==> src/hw/rtl/dwt53_forward_lifting_line_assert.svh <==
// assertion macros for the 5/3 forward lifting line
// no dependencies; included by the files that carry assertions
`ifndef DWT53_FORWARD_LIFTING_LINE_ASSERT_SVH
`define DWT53_FORWARD_LIFTING_LINE_ASSERT_SVH
`ifndef SYNTHESIS
// expression holds at every clock edge outside reset
`define DWT53_ASSERT_HOLDS(label, clk, rstn, expr) \
    label: assert property (@(posedge clk) disable iff (!rstn) (expr)) \
        else $error("dwt53: invariant violated");
// consequent holds in the cycle after the antecedent
`define DWT53_ASSERT_NEXT(label, clk, rstn, ante, cons) \
    label: assert property (@(posedge clk) disable iff (!rstn) (ante) |=> (cons)) \
        else $error("dwt53: next-cycle check failed");
`else
`define DWT53_ASSERT_HOLDS(label, clk, rstn, expr)
`define DWT53_ASSERT_NEXT(label, clk, rstn, ante, cons)
`endif
`endif

==> src/hw/rtl/dwt53_pkg.sv <==
// shared types and constants of the 5/3 forward lifting line
// no dependencies; imported by dwt53_forward_lifting_line and its bench
`timescale 1ns / 1ps

package dwt53_pkg;

    // defaults for the top-level parameters
    localparam int DWT_MAX_LINE_LENGTH = 4096;
    localparam int DWT_SAMPLE_BITS     = 16;

    // fixed field widths
    localparam int COEFF_BITS     = 18;
    localparam int LEN_BITS       = 13;
    localparam int CFG_INDEX_BITS = 1;

    // register indexes
    localparam logic [CFG_INDEX_BITS-1:0] REG_LINE_LENGTH  = 1'b0;
    localparam logic [CFG_INDEX_BITS-1:0] REG_START_PARITY = 1'b1;

    // result queue
    localparam int FIFO_DEPTH     = 8;
    localparam int FIFO_PTR_BITS  = 3;
    localparam int FIFO_CNT_BITS  = FIFO_PTR_BITS + 1;
    localparam int MAX_PUSH       = 3;
    localparam int PUSH_BITS      = 2;

    typedef struct packed {
        logic signed [COEFF_BITS-1:0] coeff;
        logic                         is_high;
        logic                         last;
    } result_t;

endpackage

==> src/hw/rtl/dwt53_forward_lifting_line.sv <==
// reversible 5/3 forward lifting of one image line, streaming
// depends on dwt53_pkg and dwt53_forward_lifting_line_assert.svh
`timescale 1ns / 1ps
`include "dwt53_forward_lifting_line_assert.svh"

// channel  | handshake          | payload
// ---------+--------------------+--------------------------------
// config   | cfg_we             | cfg_index, cfg_wdata
// input    | s_valid / s_ready  | s_sample
// result   | m_valid / m_ready  | m_coeff, m_is_high, m_last
//
// one sample per cycle sustained while m_ready stays high; a sample waits in the
// input register until the queue has room, and its coefficients enter an 8-entry
// result queue at the end of that cycle. up to three coefficients per sample
// enter the queue at once; it drains one per cycle while m_ready is high, and
// s_ready drops while a sample waits and fewer than three queue slots are free.
// aresetn is synchronous, active low; registers return to length 1, parity 0.
module dwt53_forward_lifting_line
    import dwt53_pkg::*;
#(
    parameter int MAX_LINE_LENGTH = DWT_MAX_LINE_LENGTH,
    parameter int SAMPLE_BITS     = DWT_SAMPLE_BITS
) (
    input  logic                          aclk,
    input  logic                          aresetn,
    input  logic                          cfg_we,
    input  logic [CFG_INDEX_BITS-1:0]     cfg_index,
    input  logic [LEN_BITS-1:0]           cfg_wdata,
    input  logic                          s_valid,
    output logic                          s_ready,
    input  logic signed [SAMPLE_BITS-1:0] s_sample,
    output logic                          m_valid,
    input  logic                          m_ready,
    output logic signed [COEFF_BITS-1:0]  m_coeff,
    output logic                          m_is_high,
    output logic                          m_last
);

    localparam int CNT_BITS  = $clog2(MAX_LINE_LENGTH);
    localparam int LSAT_BITS = $clog2(MAX_LINE_LENGTH + 1);
    localparam int CMP_BITS  = ((LSAT_BITS > LEN_BITS) ? LSAT_BITS : LEN_BITS) + 1;
    localparam int HIGH_BITS = SAMPLE_BITS + 2;
    localparam int EW        = ((SAMPLE_BITS + 4) > COEFF_BITS) ? (SAMPLE_BITS + 4)
                                                                : COEFF_BITS;
    localparam logic signed [EW-1:0] TWO = EW'(2);

    // configuration and control registers
    logic [LEN_BITS-1:0]      line_len_reg;
    logic                     start_par_reg;
    logic                     in_vld_reg;
    logic [CNT_BITS-1:0]      sample_cnt_reg;
    logic [FIFO_PTR_BITS-1:0] wr_ptr_reg;
    logic [FIFO_PTR_BITS-1:0] rd_ptr_reg;
    logic [FIFO_CNT_BITS-1:0] fifo_cnt_reg;
    logic [FIFO_CNT_BITS-1:0] fifo_cnt_next;

    // payload registers
    logic signed [SAMPLE_BITS-1:0] in_sample_reg;
    logic signed [SAMPLE_BITS-1:0] win0_reg;
    logic signed [SAMPLE_BITS-1:0] win1_reg;
    logic signed [SAMPLE_BITS-1:0] pend_low_reg;
    logic signed [HIGH_BITS-1:0]   prev_high_reg;
    result_t                       fifo_reg [FIFO_DEPTH];

    // handshake
    logic proc;
    logic s_xfer;
    logic pop;

    assign proc    = in_vld_reg && (fifo_cnt_reg <= FIFO_CNT_BITS'(FIFO_DEPTH - MAX_PUSH));
    assign s_ready = !in_vld_reg || proc;
    assign s_xfer  = s_valid && s_ready;
    assign m_valid = (fifo_cnt_reg != '0);
    assign pop     = m_valid && m_ready;

    // effective line length and position flags
    logic [CMP_BITS-1:0] len_wide;
    logic [CMP_BITS-1:0] len_sat;
    logic [CMP_BITS-1:0] cnt_wide;
    logic                is_last;
    logic                cur_high;
    logic                k_ge1;
    logic                k_ge2;
    logic                k_ge3;

    always_comb begin
        len_wide = CMP_BITS'(line_len_reg);
        if (len_wide == '0) begin
            len_sat = CMP_BITS'(1);
        end else if (len_wide > CMP_BITS'(MAX_LINE_LENGTH)) begin
            len_sat = CMP_BITS'(MAX_LINE_LENGTH);
        end else begin
            len_sat = len_wide;
        end
    end

    assign cnt_wide = CMP_BITS'(sample_cnt_reg);
    assign is_last  = (cnt_wide + CMP_BITS'(1)) >= len_sat;
    assign cur_high = start_par_reg ^ sample_cnt_reg[0];
    assign k_ge1    = (cnt_wide != '0);
    assign k_ge2    = (cnt_wide >= CMP_BITS'(2));
    assign k_ge3    = (cnt_wide >= CMP_BITS'(3));

    // lifting arithmetic
    logic signed [EW-1:0] xe;
    logic signed [EW-1:0] w0e;
    logic signed [EW-1:0] w1e;
    logic signed [EW-1:0] ple;
    logic signed [EW-1:0] phe;
    logic signed [EW-1:0] left_e;
    logic signed [EW-1:0] h_even;
    logic signed [EW-1:0] h_odd;
    logic signed [EW-1:0] h_val;
    logic signed [EW-1:0] hl_val;
    logic signed [EW-1:0] low_val;
    logic signed [EW-1:0] tail_val;
    logic signed [EW-1:0] single_val;
    logic                 hl_prev;

    assign xe         = EW'(in_sample_reg);
    assign w0e        = EW'(win0_reg);
    assign w1e        = EW'(win1_reg);
    assign ple        = EW'(pend_low_reg);
    assign phe        = EW'(prev_high_reg);
    assign left_e     = k_ge2 ? w1e : xe;
    assign h_even     = w0e - ((left_e + xe) >>> 1);
    assign h_odd      = xe - w0e;
    assign h_val      = cur_high ? h_odd : h_even;
    assign hl_prev    = cur_high ? k_ge2 : k_ge3;
    assign hl_val     = hl_prev ? phe : h_val;
    assign low_val    = ple + ((hl_val + h_val + TWO) >>> 2);
    assign tail_val   = xe + ((h_val + h_val + TWO) >>> 2);
    assign single_val = cur_high ? (xe + xe) : xe;

    // results of the current sample, in output order
    result_t              res [MAX_PUSH];
    logic [PUSH_BITS-1:0] push_n;
    result_t              low_res;
    result_t              high_res;
    result_t              tail_res;

    assign low_res  = '{coeff: low_val[COEFF_BITS-1:0], is_high: 1'b0, last: 1'b0};
    assign high_res = '{coeff: h_val[COEFF_BITS-1:0], is_high: 1'b1, last: is_last && cur_high};
    assign tail_res = '{coeff: tail_val[COEFF_BITS-1:0], is_high: 1'b0, last: 1'b1};

    always_comb begin
        res[0] = low_res;
        res[1] = high_res;
        res[2] = tail_res;
        push_n = '0;
        if (!k_ge1) begin
            // first position: emits only for a one-sample line
            res[0] = '{coeff: single_val[COEFF_BITS-1:0], is_high: cur_high, last: 1'b1};
            push_n = is_last ? PUSH_BITS'(1) : PUSH_BITS'(0);
        end else if (!cur_high) begin
            // previous high position now has both neighbors
            if (k_ge2) begin
                push_n = is_last ? PUSH_BITS'(3) : PUSH_BITS'(2);
            end else begin
                res[0] = high_res;
                res[1] = tail_res;
                push_n = is_last ? PUSH_BITS'(2) : PUSH_BITS'(1);
            end
        end else if (is_last) begin
            // line ends on a high position
            push_n = PUSH_BITS'(2);
        end
        if (!proc) begin
            push_n = '0;
        end
    end

    // queue write addresses
    logic [FIFO_PTR_BITS-1:0] wr_idx [MAX_PUSH];

    always_comb begin
        for (int i = 0; i < MAX_PUSH; i++) begin
            wr_idx[i] = wr_ptr_reg + FIFO_PTR_BITS'(i);
        end
    end

    assign fifo_cnt_next = fifo_cnt_reg + FIFO_CNT_BITS'(push_n) - FIFO_CNT_BITS'(pop);

    // control state
    always_ff @(posedge aclk) begin
        if (!aresetn) begin
            line_len_reg   <= LEN_BITS'(1);
            start_par_reg  <= 1'b0;
            in_vld_reg     <= 1'b0;
            sample_cnt_reg <= '0;
            wr_ptr_reg     <= '0;
            rd_ptr_reg     <= '0;
            fifo_cnt_reg   <= '0;
        end else begin
            if (s_xfer) begin
                in_vld_reg <= 1'b1;
            end else if (proc) begin
                in_vld_reg <= 1'b0;
            end
            if (cfg_we) begin
                sample_cnt_reg <= '0;
                case (cfg_index)
                    REG_LINE_LENGTH: begin
                        line_len_reg <= cfg_wdata;
                    end
                    REG_START_PARITY: begin
                        start_par_reg <= cfg_wdata[0];
                    end
                    default: begin
                    end
                endcase
            end else if (proc) begin
                sample_cnt_reg <= is_last ? '0 : (sample_cnt_reg + CNT_BITS'(1));
            end
            wr_ptr_reg   <= wr_ptr_reg + FIFO_PTR_BITS'(push_n);
            rd_ptr_reg   <= rd_ptr_reg + FIFO_PTR_BITS'(pop);
            fifo_cnt_reg <= fifo_cnt_next;
        end
    end

    // sample window, lifting state and result queue
    always_ff @(posedge aclk) begin
        if (s_xfer) begin
            in_sample_reg <= s_sample;
        end
        if (proc) begin
            win1_reg <= win0_reg;
            win0_reg <= in_sample_reg;
            if (!cur_high) begin
                pend_low_reg <= in_sample_reg;
            end
            if (k_ge1 && (!cur_high || is_last)) begin
                prev_high_reg <= h_val[HIGH_BITS-1:0];
            end
        end
        for (int i = 0; i < MAX_PUSH; i++) begin
            if (PUSH_BITS'(i) < push_n) begin
                fifo_reg[wr_idx[i]] <= res[i];
            end
        end
    end

    // result channel
    assign m_coeff   = fifo_reg[rd_ptr_reg].coeff;
    assign m_is_high = fifo_reg[rd_ptr_reg].is_high;
    assign m_last    = fifo_reg[rd_ptr_reg].last;

    // checks
    `DWT53_ASSERT_HOLDS(a_fifo_bound, aclk, aresetn, fifo_cnt_reg <= FIFO_CNT_BITS'(FIFO_DEPTH))
    `DWT53_ASSERT_HOLDS(a_pos_in_line, aclk, aresetn, cnt_wide < len_sat)
    `DWT53_ASSERT_NEXT(a_line_restart, aclk, aresetn, proc && is_last, sample_cnt_reg == '0)
    `DWT53_ASSERT_NEXT(a_fifo_grows, aclk, aresetn, (push_n != '0) && !pop, fifo_cnt_reg > $past(fifo_cnt_reg))

endmodule

==> config.mk <==
export PLATFORM = sky130hd
export DESIGN_NAME = dwt53_forward_lifting_line
export DESIGN_NICKNAME = d
export VERILOG_FILES = /design/src/hw/rtl/dwt53_pkg.sv /design/src/hw/rtl/dwt53_forward_lifting_line.sv
export VERILOG_INCLUDE_DIRS = /design/src /design/src/hw/rtl
export SDC_FILE = /design/constraint.sdc
export NUM_CORES = 1
export LEC_CHECK = 0
export ABC_CLOCK_PERIOD_IN_PS = 11000
export BUFFER_PORTS_ARGS = -buffer_cell sky130_fd_sc_hd__buf_2
export CAP_MARGIN = 20
export CORE_ASPECT_RATIO = 1.2
export CORE_MARGIN = 8
export CORE_UTILIZATION = 53
export CTS_BUF_LIST = sky130_fd_sc_hd__clkbuf_4
export DETAILED_ROUTE_END_ITERATION = 6
export PLACE_DENSITY_LB_ADDON = 0.15
export SLEW_MARGIN = 20
export SYNTH_ARGS = -nofsm -noshare
export SYNTH_HDL_FRONTEND = slang
export SYNTH_SLANG_ARGS = --single-unit
export TNS_END_PERCENT = 1
==> constraint.sdc <==
create_clock -name aclk -period 11 [get_ports aclk]
set_input_delay 0.55 -clock aclk [delete_from_list [all_inputs] [get_ports aclk]]
set_output_delay 0.55 -clock aclk [all_outputs]
set_load 0.005 [all_outputs]
; Word level (Yosys, flattened, before mapping)
; Memories as Yosys holds them, arrays and structs flattened. A register that Yosys moved wholly into a read port is not among the register bits.
; Cells that the tools add are included.
[classes]
n_addsub = 18
n_lt_le_gt_ge = 8
muxes = 29
bitwise_logic = 4
reduce_logical = 18
[ops]
columns = cell, count
row1 = $mux W20, 5
row2 = $mux W40, 2
row3 = $add A20 B20 Y20, 2
row4 = $add A20 B3 Y20 const B, 2
row5 = $add A16 B18 Y18, 2
row6 = $ge A12 B2 Y1 const B, 2
row7 = $add A20 B16 Y20, 1
row8 = $sub A16 B19 Y20, 1
row9 = $mux W18, 1
row10 = $add A16 B16 Y17, 1
row11 = $sub A16 B16 Y17, 1
row12 = $ge A13 B14 Y1, 1
row13 = $mux W14, 1
row14 = $reduce_bool A14 Y1, 1
row15 = $add A12 B1 Y13 const B, 1
row16 = $gt A13 B13 Y1 const B, 1
row17 = $logic_not A13 Y1, 1
row18 = $mux W13, 1
row19 = $add A12 B1 Y12 const B, 1
row20 = $mux W12, 1
row21 = $mux W2, 6
row22 = $mux W1, 11
row23 = $reduce_and A2 Y1, 4
row24 = $logic_and A1 B1 Y1, 5
row25 = 17 further kinds, 22
[word_totals]
regBits = 119
ram_bits = 160
in_bits = 35
out_inout_bits = 22
wordCells = 90
mem_count = 1
[mem_list]
columns = name, depth, word_bits, rd, rd_ports_with_merged_regs, write_ports, line_no
row1 = fifo_reg, 8, 20, 1, 1, 3, dwt53_forward_lifting_line.sv:63  ; result_t fifo_reg [FIFO_DEPTH];

; Longest topological paths before layout
[logic_depth]
depth_word = 12
ltp_mapped = 48
ltp_nobuf = 46

; Worst setup path before layout
; Ideal clock, no wire load.
[synth_path]
path_type = register to register
startpoint = register sample_cnt_reg[5]
endpoint = memory fifo_reg[1][19] (netlist bit) (data pin)
setup_ns = 0.286
arrival_ns = 9.025
t_required_ns = 10.714
setup_slack_ns = 1.690
stages_incl_launch_ff = 47
path_buffers = 3
synth_period_minus_slack_ns = 9.310
cell_sequence = dfxtp_1 > nor4_1 > and3_1 > nand2_1 > clkbuf_1 > clkbuf_1 > nand2_1 > nand2_1 > fa_1 > a21o_1 > a21oi_1 > o21ai_0 > a21oi_1 > o21bai_1 > a21oi_1 > o21bai_1 > a21oi_1 > o21a_1 > (+11 left out) > nand2_1 > ha_1 > ha_1 > a21o_1 > a21oi_1 > o21ai_0 > a21oi_1 > xnor2_1 > ha_1 > and2_1 > o21ai_0 > o311ai_0 > a211o_1 > xnor2_1 > a32o_1 > a311oi_1 > nor3b_1 > a221oi_1
[synth_lines]
columns = element, line_no
row1 = start: declaration, dwt53_forward_lifting_line.sv:51  ; logic [CNT_BITS-1:0] sample_cnt_reg;
row2 = start signal: assignment, dwt53_forward_lifting_line.sv:213  ; sample_cnt_reg <= is_last ? '0 : (sample_cnt_reg + CNT_BITS'(1));
row3 = end: declaration, dwt53_forward_lifting_line.sv:63

==> impl_metrics.yaml <==
power_and_ir_drop:
  power_density_mw_per_mm2: 351.8
  leakage_uw: 0.008957
  ir_drop_mv: 0.2402
  power_uw: 8114
clock_network:
  cts_tree: "built"
  htree_num_levels: 3
  postCtsSetupBuffers: 0
  numClockSinks: 279
  clock_path_buffers: 3
  cts_buffers: 77
  clk_latency_ps: 770
  clk_pin_slew_ps: 70
  cts-root-buf: "clkbuf_4"
finish:
  nets: 2506
  drive_above_1_share: 0.1456
  fillCellCount: 3393
  area_growth_pct: 10.75
  largest_reg_flops: 160
sta:
  slew_headroom: 0.3289
  max_clock_freq_mhz: 100.3
  report.final.slew_viol_count: 0
  fin_worst_skew_ps: 53.79
  min_period_over_period: 0.9060
  hold_violations: 0
  rsz0062_at_grt: "no"
  tns_ps: 0
  period_minus_slack_ps: 9966
  worst_slew_pin_slew_ps: 1004
  setup_viol: 0
placement:
  io_buffers: 56
  dp_hpwl_um: 41180
  place_congestion: 0.8975
route:
  firstDrtPassIters: 7
  num_vias: 17710
  vias_per_cell: 6.114
  ant_nets: 0
  drt_iter0_drc: 1470
  drc_errors: 1
  wl_per_cell_um: 20.87
  drt-total-wl_um: 60460
min_path:
  hold_start: "cfg_index"
  whs_path_depth: 3
  min_to: "start_par_reg"
  hp-class: "input pin to flop"
critical_path:
  cp.arrival_ps: 10410
  r2r_end: "fifo_reg[4][19]"
  max_stage_delay_ps: 480
  critPathRequiredTime_ps: 11440
  ff2ff_path_depth: 44
  path_class: "flop to flop"
  reg2reg_setup_slack_ps: 1030
  critical_path_peak_fanout: 20
  endpoint_kind: "flop"
  crit_top_cell: "a21oi_1"
  critPathLaunchType: "flop"
  reg2reg_from: "sample_cnt_reg[5]"
  crit_slowest_cell: "nor4_1"
yosys:
  ys_seq_elements: 279
  yosys.area.top_type_share: 0.3258
  postSynth.asyncResetShare: 0
  syn_nets: 2411
  ys_seq_area_frac: 0.3768
  yosys-top-cells-area: "edfxtp_1, ha_1, nand2_1"
  syn_area_mm2: 0.02083
  yosysTopAreaCell: "edfxtp_1"
  syn_avg_cell_area_um2: 9.387
  synth_edf_count: 226
  yosysWarnings: 0
  synth_cell_type_count: 82
  synth_ff_type: "edfxtp_1"
  syn_inst: 2219
grt:
  grt_first_pass_wirelength_um: 93920
  grt_pass1_vias: 17660
  grt_max_degree: 56
  antenna_found_initial: 3
  grtUsageTotal: 0.2598
  grt_overflow: 0
floorplanning:
  die_area_mm2: 0.04593
  rows: 79
  fp.dieW_um: 197.0
  die_h_um: 233.2
  pin_count: 57
  coreArea_mm2: 0.03875
  start_util: 0.5376
status:
  failed_checks: "DRC"
  status: "complete, but fails checks"
run:
  maxCapViolCount: 0
-- per-layer routing --
| metal | track usage | part of all wire |
|---|---|---|
| met2 | 0.4482 | 0.48 |
| met5 | 0 | 0.00022 |
| met1 | 0.3090 | 0.40 |
| met4 | 0.1422 | 0.050 |
| met3 | 0.03830 | 0.074 |
-- synth_stat cells, drive strengths merged (12+ instances only) --
cell type and instances:
a21boi 16, mux4 40, dfxtp 53, a221oi 12, nor2b 21, nand2b 19
o21a 22, xor2 45, o21ai 184, clkbuf 94, mux2 37, and2 21
xnor2 61, nor2 168, nand3 38, ha 149, inv 78, nor3 47
nand2 340, a21o 30, edfxtp 226, nand4 13, mux2i 116, a211oi 18
and3 18, a31oi 29, a21oi 147, buf 14, nor4 12
-- report_power, final --
group          switching (µW)  internal (µW)
logic                    3500           2310
clock network             464            515
registers                51.0           1270
total                    4020           4100
-- area by class of cell --
cell class,count,area [µm²],share of cell area
antenna,2,5.005,0.0002170
clock inverter,29,202.7,0.008787
multi-input combinational,1754,12400,0.5378
tap,526,658.1,0.02853
clock buffer,105,788.3,0.03417
sequential,279,7850,0.3403
inverter,78,292.8,0.01269
timing repair buffer,124,865.8,0.03754
-- repair_timing --
action / in CTS / in global routing
hold endpoints to repair: 31 / 0
endpoints found under the setup margin: 0 / 8
hold buffers: 30 / 0
gates resized for setup: 0 / 2
-- cells by family (layout without fill, tap and decap cells) --
kind of cell	after synthesis	after routing	synth area share
DFF	279	279	0.3768
buffers and inverters	186	336	0.03430
AOI/OAI and AO/OA	551	551	0.1647
other	0	2	0
xor gates and xnor gates	106	106	0.04601
and+or+nand+nor	747	747	0.1621
muxes	193	193	0.1190
adders and majority gates	157	157	0.09719
-- worst max path at each step --
stage | start | end | depth (start not counted)
3_3_place_gp | sample_cnt_reg[5] | fifo_reg[4][19] | 44
2_1_floorplan | sample_cnt_reg[5] | fifo_reg[1][19] | 46
5_1_grt | sample_cnt_reg[5] | fifo_reg[4][19] | 44
4_1_cts | sample_cnt_reg[5] | fifo_reg[1][19] | 44
3_5_place_dp | sample_cnt_reg[5] | fifo_reg[1][19] | 44
6_report | sample_cnt_reg[5] | fifo_reg[4][19] | 44
-- layout by cell type, fill, tap and decap left out, drive strengths merged, types with 19 or more instances in the layout --
cell         Yosys  final
nor2           168    168
and2            21     21
o21ai          184    184
inv             78     81
mux2            37     37
nand2b          19     19
ha             149    149
nor3            47     47
dlygate4sd3      0     30
a31oi           29     29
edfxtp         226    226
a21o            30     30
xnor2           61     61
mux4            40     40
o21a            22     22
nand3           38     38
nor2b           21     21
nand2          340    340
clkinv           0     21
buf             14     93
clkbuf          94    106
dfxtp           53     53
a21oi          147    147
xor2            45     45
mux2i          116    116
-- stage by stage --
stage               hold slack, ps  std cells  utilization  setup WS, ps  area [µm²]
finish                       98.32       2897       0.5953          1034       23070
global route                 97.21       2897       0.5953         116.5       23070
CTS                          10.44       2894       0.5945         675.6       23040
detailed placement           448.9       2730       0.5612         757.1       21750
global placement             434.5       2730       0.5612         982.5       21750
floorplan                    421.1       2219            -          1690       20830
-- critical path, delay by kind of cell (launching register included) --
| family | cells | cell delay [ps] |
|---|---|---|
| flops | 1 | 360 |
| fa+ha+maj | 5 | 1660 |
| simple gates | 12 | 2750 |
| xor+xnor | 3 | 430 |
| buf+inv | 2 | 310 |
| compound gates | 22 | 4120 |
Note: power is estimated with default switching activity, not from simulation.
